[src/rtl/pbart_pkg.sv]
package pbart_pkg;

    // Field widths of the command and result items.
    localparam int ACTION_W  = 2;
    localparam int COUNT_W   = 11;
    localparam int ADDR_W    = 23;
    localparam int STATUS_W  = 2;
    localparam int START_W   = 22;
    localparam int USED_W    = 11;
    localparam int REGIONS_W = 9;
    localparam int FREE_N_W  = 9;
    localparam int RUN_W     = 11;

    // Action codes.
    localparam logic [ACTION_W-1:0] ACT_ALLOC = 2'd0;
    localparam logic [ACTION_W-1:0] ACT_FREE  = 2'd1;
    localparam logic [ACTION_W-1:0] ACT_STATS = 2'd2;

    // Status codes.
    localparam logic [STATUS_W-1:0] ST_OK      = 2'd0;
    localparam logic [STATUS_W-1:0] ST_REFUSED = 2'd1;
    localparam logic [STATUS_W-1:0] ST_MISS    = 2'd2;

    typedef enum logic {
        ALU_ADD = 1'b0,
        ALU_SUB = 1'b1
    } t_alu_op;

    typedef struct packed {
        logic [ACTION_W-1:0] action;
        logic [COUNT_W-1:0]  page_count;
        logic [ADDR_W-1:0]   byte_address;
    } t_cmd;

    typedef struct packed {
        logic [STATUS_W-1:0]  status;
        logic [START_W-1:0]   start_offset;
        logic [USED_W-1:0]    pages_in_use;
        logic [REGIONS_W-1:0] regions_used;
        logic [FREE_N_W-1:0]  free_region_count;
        logic [RUN_W-1:0]     largest_free_run;
    } t_result;

endpackage

[src/rtl/pbart_alu.sv]
// Shared arithmetic unit: one add/subtract with a limit compare, and one
// multiply of a page number by the page size.
module pbart_alu import pbart_pkg::*; #(
    parameter int SW         = 12,
    parameter int PAGE_W     = 11,
    parameter int AW         = 24,
    parameter int PAGE_BYTES = 4096
) (
    input  t_alu_op           i_op,
    input  logic [SW-1:0]     i_a,
    input  logic [SW-1:0]     i_b,
    input  logic [SW-1:0]     i_lim,
    input  logic [PAGE_W-1:0] i_mul_page,
    output logic [SW-1:0]     o_res,
    output logic              o_borrow,
    output logic              o_gt,
    output logic [AW-1:0]     o_product
);

    logic [SW:0] wide;

    always_comb begin
        case (i_op)
            ALU_SUB: wide = {1'b0, i_a} - {1'b0, i_b};
            default: wide = {1'b0, i_a} + {1'b0, i_b};
        endcase
        o_res    = wide[SW-1:0];
        o_borrow = (i_op == ALU_SUB) && wide[SW];
        o_gt     = wide[SW-1:0] > i_lim;
    end

    assign o_product = AW'(i_mul_page) * AW'(PAGE_BYTES);

endmodule

[config.mk]
export PLATFORM = sky130hd
export DESIGN_NAME = pbart_alu
export DESIGN_NICKNAME = d
export VERILOG_FILES = /design/src/rtl/pbart_pkg.sv /design/src/rtl/pbart_alu.sv
export SDC_FILE = /design/constraint.sdc
export NUM_CORES = 1
export LEC_CHECK = 0
export BUFFER_PORTS_ARGS = -buffer_cell sky130_fd_sc_hd__buf_4
export CORE_ASPECT_RATIO = 0.75
export CORE_MARGIN = 8
export CORE_UTILIZATION = 48
export DETAILED_ROUTE_END_ITERATION = 16
export GPL_TIMING_DRIVEN = 0
export PLACE_DENSITY = 0.9
export SETUP_SLACK_MARGIN = 0.1
export SYNTH_ARGS = -nofsm -noshare
export SYNTH_HDL_FRONTEND = slang
export SYNTH_SLANG_ARGS = --single-unit
export TNS_END_PERCENT = 20
[constraint.sdc]
create_clock -name vclk -period 8.6
set_input_delay 1.72 -clock vclk [all_inputs]
set_output_delay 1.72 -clock vclk [all_outputs]
set_load 0.005 [all_outputs]
Word-level counts from Yosys, hierarchy flattened
Cells that the tools add are included.
{"block": "totals", "elab_cells": 5, "reg_bits": 0, "input_bits": 48, "out_inout_bits": 38}
{"block": "op_classes", "n_reduce_logical": 1, "addsub": 2, "n_mux": 1, "order_cmp": 1}
{"op": "adder 12 x 12 -> 13 bit", "n": 1}
{"op": "two-way mux 13 bit", "n": 1}
{"op": "subtractor 12 x 12 -> 13 bit", "n": 1}
{"op": "> comparator 12 bit", "n": 1}
{"op": "logical AND 1 bit", "n": 1}

Longest topological paths before layout
Gate-level depths: netlist of the first run.
{"block": "depth", "word_depth": 3, "depth_mapped": 17, "depth_no_buf": 17}

Least setup slack after synthesis of the first run
No wires, ideal clock.
{"block": "synth_path", "kind": "input -> output", "startpoint": "in i_b[3]", "endpoint": "out o_gt", "arrival_ps": 4345, "slack_ps": 2535, "path_buffers": 0, "cell_stages": 15, "path_cell_list": "nor2_1 -> nor4b_2 -> and2b_1 -> a21oi_1 -> xnor2_1 -> ha_1 -> a21o_1 -> a21oi_1 -> o21ai_1 -> xor2_1 -> ha_1 -> a21o_1 -> a21o_1 -> a211oi_1 -> a21oi_1"}
{"block": "synth_via", "elab_chain_cells": 3}
{"item": "start, declared", "line": "pbart_alu.sv:11", "source": "input logic [SW-1:0] i_b,"}
{"item": "adder 12 x 12 -> 13 bit or subtractor 12 x 12 -> 13 bit (tied branches)", "line": "pbart_alu.sv:25, pbart_alu.sv:24"}
{"item": "two-way mux 13 bit *", "line": "pbart_alu.sv:23", "source": "case (i_op)"}
{"item": "net o_res[9]", "line": "pbart_alu.sv:14", "source": "output logic [SW-1:0] o_res,"}
{"item": "> comparator 12 bit *", "line": "pbart_alu.sv:29", "source": "o_gt = wide[SW-1:0] > i_lim;"}
{"item": "end, declared", "line": "pbart_alu.sv:16", "source": "output logic o_gt,"}
Mark *: on every way through the listed nets, which the timed path passes. The rest lies on a longest branch.

Final worst setup path of the first run
{"block": "layout_path", "startpoint": "in i_b[3]", "endpoint": "out o_gt"}
{"block": "layout_via", "elab_chain_cells": 3}
{"item": "adder 12 x 12 -> 13 bit or subtractor 12 x 12 -> 13 bit (tied branches)", "line": "pbart_alu.sv:25, pbart_alu.sv:24"}
{"item": "two-way mux 13 bit *", "line": "pbart_alu.sv:23"}
{"item": "> comparator 12 bit *", "line": "pbart_alu.sv:29"}
Every way passes the cells marked *; elsewhere a longest branch is shown, timed or not.

==> flow_summary.ini, run 1 <==
[outcome]
outcome = finished clean

[placed_design]
gp_congestion = 0.856
placed_cells = 291
io_buffer_count = 62
hpwl_um = 3340

[global_route]
grtUsageMet2_pct = 26.5
grt_pass1_vias = 1331
met3_usage_pct = 3.85
antenna_found_initial = 0
grt_overflow = 0
grt_max_degree = 11
gr-usage-all-layers_pct = 14.1
grt_busiest_layer = met2
grt_pass1_wl_um = 5700
grtUsageMet1_pct = 16.7

[floorplan]
die_h_um = 61.0
start_util_pct = 50.2
ioPinCount = 86
fp.dieW_um = 76.0
die-area_mm2 = 0.00464
coreArea_mm2 = 0.00258
num_rows = 16

[worst_hold_path]
hold_path_class = in -> out
hold_depth = 2

[timing]
rsz0062_at_grt = no
setup_violations = 0
slew_violations = 0
finalSetupTns_ns = 0
post-route-period-util_pct = 78.3
fin_crit_ns = 6.73
hold_violations = 0
max_freq_ghz = 0.149

[critical_path]
start_kind = primary input
required_ns = 6.88
crit_path_max_fanout = 6
critPathCaptureType = primary output
worstSetupPathType = in -> out
crit_arrival_ns = 5.01

[clock_tree]
ctsHoldBuffers = 0
ctsResizeCount = 0
cts_post_setup_buffers_inserted = 0

[power]
max-vdd-ir-drop_v = 0.0000558
power_density_mw_per_mm2 = 98.0
cellLeakagePower_nw = 1.02

[synthesis]
synth_top_area_share_pct = 24.1
netlist_top_cells_count = ha_1, buf_4, inv_1, nor2_1, xnor2_1
synthesis.area_mm2 = 0.00130
syn_inst = 181
synth.area.top_cells = ha_1, buf_4, xnor2_1, inv_1, a21oi_1
synth_top_area_cell = ha_1
yosysSeqAreaShare_pct = 0
yosys.cell_types.count = 37
ys_warn_count = 0
synth_area_per_cell_um2 = 7.16
synth_most_common_cell = ha_1

[finish]
multi_input_area_mm2 = 0.00107
fin_cells = 291
seq_cells = 0
layout.nets = 331
fillers = 232
drive_above_1_share_pct = 37.3
diodes = 0
regArea_um2 = 0
areaGrowthSynthToFinish_pct = 42.9
nClkBuffers = 0

[detailed_routing]
vias = 1428
drtIter0Drc = 71
drt-pass1-iter-count = 4
wl_per_cell_um = 12.5
drc = 0
viasPerCell = 4.91
routed_wl_um = 3640
ant_nets = 0

[flow_run]
cap_viol_max_count = 0
[layout by cell type, fill, tap and decap left out, drive strengths merged, types with 2 or more instances in the layout]
cell / netlist / final
a21o: 6 / 6
a21oi: 16 / 16
buf: 24 / 86
conb: 1 / 13
ha: 25 / 25
inv: 22 / 22
nand2: 6 / 6
nand2b: 2 / 2
nand3: 3 / 3
nand4: 3 / 3
nor2: 17 / 17
nor2b: 4 / 4
nor3: 5 / 5
o21a: 6 / 6
o21ai: 7 / 7
o31a: 2 / 2
xnor2: 15 / 15
[worst paths after layout]
path	from	slack [ns]	end
worst max-delay path	i_b[3]	1.87	o_gt
worst min-delay path	i_mul_page[6]	3.61	o_product[18]
[final cells by class]
| type | instances | share of cell area, % |
|---|---|---|
| well taps | 36 | 2.43 |
| multi-input cells | 146 | 58.0 |
| repair buffers | 62 | 25.1 |
| plain buffers | 25 | 9.93 |
| inverters | 22 | 4.46 |
[per-layer routing]
layer / wire, um / vias up
met3: 335 / 0
met4: 0 / 0
li1: - / 738
met2: 1730 / 65
met1: 1570 / 625
met5: 0 / -
[stage by stage]
stage	area [um^2]	hold slack [ns]	total power [mW]	util (%)	setup WS [ns]
after floorplan	1340	3.52	0.112	-	2.54
after global placement	1850	3.61	0.177	71.7	1.99
after detailed placement	1850	3.61	0.181	71.7	1.90
after CTS	1850	3.61	0.182	71.7	1.89
after global routing	1850	3.61	0.202	71.7	1.67
final	1850	3.61	0.181	71.7	1.87
[report_power, final]
group          switching [mW]  internal, mW  leakage, nW
combinational          0.0851        0.0963         1.02
clock                       0             0            0
sequential                  0             0            0
[critical path, stage by stage]
cell and delay [ns]:
buf_4 0.12, nor2_1 0.15, nor4b_2 0.27, and2b_1 0.22, a21oi_1 0.10, xnor2_1 0.15
ha_1 0.36, a21o_1 0.22, a21oi_1 0.19, o21ai_0 0.15, a21oi_2 0.13, xnor2_1 0.16
ha_1 0.28, nand4_1 0.16, a21oi_1 0.08, a211oi_1 0.29, a21oi_1 0.11, buf_4 0.14
[cell families after synthesis]
kind of cell	count (synthesis)	synth area share, %
other cells	1	0.289
fa+ha+maj	26	25.7
mux	1	0.869
buf+inv	47	20.6
simple gates	45	17.6
compound gates	45	24.2
xor+xnor	16	10.8
No activity file was read; power rests on OpenSTA's default activity.
==> run 2: changes to the inputs <==
- CORE_UTILIZATION: 48 -> 41
- PLACE_DENSITY: 0.9 -> 0.82
- clock period: 8.6 -> 6.17 ns (I/O delays scaled with it)
==> run 2 against run 1 <==
Via count fell by 3.9%. Clock-buffer cell count is the same. Critical path depth fell by 1.
==> flow_summary.ini, run 2 (synthesis gave the netlist of run 1 again) <==
[detailed_routing]
drtIter0Drc = 13
routed_wl_um = 3550
ant_nets = 0
vias = 1373
drc = 0
viasPerCell = 4.69
drt-pass1-iter-count = 4
wl_per_cell_um = 12.1

[global_route]
grt_pass1_wl_um = 5790
antenna_found_initial = 0
grt_pass1_vias = 1340
gr-usage-all-layers_pct = 12.6
grt_overflow = 0
grt_max_degree = 11

[critical_path]
crit_arrival_ns = 4.48
start_kind = primary input
crit_path_max_fanout = 6
critPathCaptureType = primary output
required_ns = 4.94
worstSetupPathType = in -> out

[timing]
setup_violations = 0
post-route-period-util_pct = 92.5
slew_violations = 0
rsz0062_at_grt = no
finalSetupTns_ns = 0
max_freq_ghz = 0.175
hold_violations = 0
fin_crit_ns = 5.71

[finish]
final_cell_mix = buf_4, ha_1, inv_1
fin_cells = 293
drive_above_1_share_pct = 37.3
nClkBuffers = 0
diodes = 0
seq_cells = 0
layout.nets = 331
final_common_cell = buf_4
areaGrowthSynthToFinish_pct = 43.1
regArea_um2 = 0

[floorplan]
die-area_mm2 = 0.00524
num_rows = 17
start_util_pct = 43.5
ioPinCount = 86
coreArea_mm2 = 0.00298
die_h_um = 64.7
fp.dieW_um = 80.9

[power]
power_density_mw_per_mm2 = 136
max-vdd-ir-drop_v = 0.0000586
cellLeakagePower_nw = 1.02

[outcome]
outcome = finished clean

[placed_design]
io_buffer_count = 62
gp_congestion = 0.816
hpwl_um = 3310
placed_cells = 293

[flow_run]
cap_viol_max_count = 0

[worst_hold_path]
hold_path_class = in -> out

[clock_tree]
ctsHoldBuffers = 0
cts_post_setup_buffers_inserted = 0
ctsResizeCount = 0
[run 2: cell counts in the layout (fill, tap and decap cells not counted)]
Identical to the previous run, type by type.
[run 2: through the flow]
stage          power (mW)  cell area [um^2]  hold WS [ns]  setup slack (ns)  util, %
2_1_floorplan       0.156              1340          2.55              1.08        -
3_3_place_gp        0.248              1850          2.64             0.540     62.3
3_5_place_dp        0.255              1850          2.64             0.471     62.3
4_1_cts             0.255              1850          2.64             0.462     62.3
5_1_grt             0.283              1850          2.64             0.208     62.3
6_report            0.253              1850          2.63             0.461     62.3
[run 2: metal layers]
| layer | vias to the layer above | wire length (um) | track usage [%] | part of all wire (%) |
|---|---|---|---|---|
| met2 | 46 | 1630 | 22.1 | 46 |
| met4 | 0 | 0 | 0 | 0 |
| li1 | 739 | - | - | - |
| met5 | - | 0 | 0 | 0 |
| met1 | 588 | 1650 | 17.1 | 46 |
| met3 | 0 | 268 | 1.38 | 7.5 |
[run 2: power breakdown]
group,switching [mW],leakage (nW),internal (mW)
clock,0,0,0
sequential,0,0,0
combinational,0.119,1.02,0.134
[run 2: worst paths after layout]
path / slack, ns / from / cells past startpoint / end
max: 0.46 / i_b[3] / 17 / o_gt
min: 2.63 / i_mul_page[0] / 2 / o_product[12]
[run 2: worst max-delay path, stage by stage]
cell and delay, ns:
buf_4 0.12, nor2_1 0.16, nor4b_2 0.27, and2b_1 0.20
a21oi_1 0.09, xnor2_1 0.15, ha_1 0.36, a21o_1 0.22
a21oi_1 0.18, o21ai_1 0.10, xor2_1 0.22, ha_1 0.29
a21o_1 0.16, a21o_1 0.17, a211oi_1 0.28, a21oi_1 0.12
buf_4 0.15
[run 2: layout make-up]
| class | count | area (um^2) |
|---|---|---|
| Tap cell | 38 | 47.5 |
| Buffer | 25 | 184 |
| Multi-Input combinational cell | 146 | 1070 |
| Inverter | 22 | 82.6 |
| Timing Repair Buffer | 62 | 465 |
| Fill cell | 303 | 1120 |
==> run 3: changes to the inputs <==
- CORE_UTILIZATION: 41 -> 35
- PLACE_DENSITY: 0.82 -> 0.72
==> run 3 against run 2 <==
Maximum frequency rose by 0.66%. Via count rose by 1.0%. Non-clock buffer count did not move. Global-route usage fell by 2.2 points. Critical endpoint unchanged.
==> flow_summary.ini, run 3 (synthesis gave the netlist of run 1 again) <==
[outcome]
outcome = finished clean

[finish]
final_cell_mix = buf_4, ha_1, inv_1
fillers = 376
areaGrowthSynthToFinish_pct = 44.4
nClkBuffers = 0
diodes = 0
regArea_um2 = 0
fin_util_pct = 51.8
final_common_cell = buf_4
seq_cells = 0
fin_cells = 307
fin_area_mm2 = 0.00187
layout.nets = 331
drive_above_1_share_pct = 37.3

[global_route]
grt_max_degree = 11
grt_pass1_vias = 1264
grt_overflow = 0
gr-usage-all-layers_pct = 10.5
antenna_found_initial = 0
grt_pass1_wl_um = 5350

[timing]
hold_violations = 0
hold_slack_ns = 2.64
post-route-period-util_pct = 91.9
setup_violations = 0
rsz0062_at_grt = no
max_freq_ghz = 0.176
slew_violations = 0
fin_crit_ns = 5.67
finalSetupTns_ns = 0
fin_ws_ns = 0.499

[clock_tree]
cts_post_setup_buffers_inserted = 0
ctsResizeCount = 0
ctsHoldBuffers = 0

[detailed_routing]
top_layer_used = met3
drt-pass1-iter-count = 4
ant_nets = 0
viasPerCell = 4.52
routed_wl_um = 3510
wl_per_cell_um = 11.4
drtIter0Drc = 49
wl_met1_um = 1640
wl_met2_um = 1570
drc = 0
vias = 1387
wl_met3_um = 309

[floorplan]
fp.dieW_um = 86.3
start_util_pct = 35.9
ioPinCount = 86
num_rows = 19
die-area_mm2 = 0.00593
coreArea_mm2 = 0.00361
die_h_um = 68.7

[power]
p_clk_share_pct = 0
power_density_mw_per_mm2 = 134
p_sw_uw = 117
internal_power_uw = 134
max-vdd-ir-drop_v = 0.0000467
cellLeakagePower_nw = 1.02
pwr-share-seq_pct = 0
switching_share_pct = 46.7
combPwrFrac_pct = 100.0
total_power_uw = 252

[placed_design]
io_buffer_count = 62
gp_congestion = 0.813
hpwl_um = 3230
placed_cell_area_mm2 = 0.00187
placed_cells = 307
pre_cts_ws_ns = 0.525

[critical_path]
start_kind = primary input
crit_arrival_ns = 4.44
crit_path_max_fanout = 6
worstSetupPathType = in -> out
required_ns = 4.94
critPathCaptureType = primary output

[flow_run]
cap_viol_max_count = 0

[worst_hold_path]
hold_path_class = in -> out
## run 3: cell counts in the layout (fill, tap and decap cells not counted)
No cell type changed its count.
## run 3: critical path, cell delays in order
cell	delay [ns]
buf_4	0.12
nor2_1	0.16
nor4b_2	0.28
and2b_1	0.21
a21oi_1	0.09
xnor2_1	0.15
ha_1	0.36
a21o_1	0.22
a21oi_1	0.18
o21ai_1	0.11
xor2_1	0.21
ha_1	0.28
a21o_1	0.16
a21o_1	0.17
a211oi_1	0.25
a21oi_1	0.11
buf_4	0.14
## run 3: worst paths after layout
path,startpoint,to,depth (start not counted)
worst max-delay path,i_b[3],o_gt,17
worst min-delay path,i_mul_page[5],o_product[17],2
## run 3: area by class of cell
| type | count | area (um^2) | area share, % |
|---|---|---|---|
| timing repair buffer | 62 | 465 | 24.9 |
| tap | 52 | 65.1 | 3.48 |
| inverter | 22 | 82.6 | 4.41 |
| buffer | 25 | 184 | 9.83 |
| multi-input combinational | 146 | 1070 | 57.4 |
## run 3: power groups by stage
stage	sequential [mW]	clock, mW	combinational, mW
2_1_floorplan	0	0	0.156
3_3_place_gp	0	0	0.250
3_5_place_dp	0	0	0.252
4_1_cts	0	0	0.254
5_1_grt	0	0	0.283
6_report	0	0	0.252
## run 3: per-layer routing
| layer | global-route usage [%] | up-vias |
|---|---|---|
| met1 | 14.5 | 602 |
| met3 | 2.72 | 0 |
| met4 | 0 | 0 |
| met5 | 0 | - |
| li1 | - | 742 |
| met2 | 16.8 | 43 |
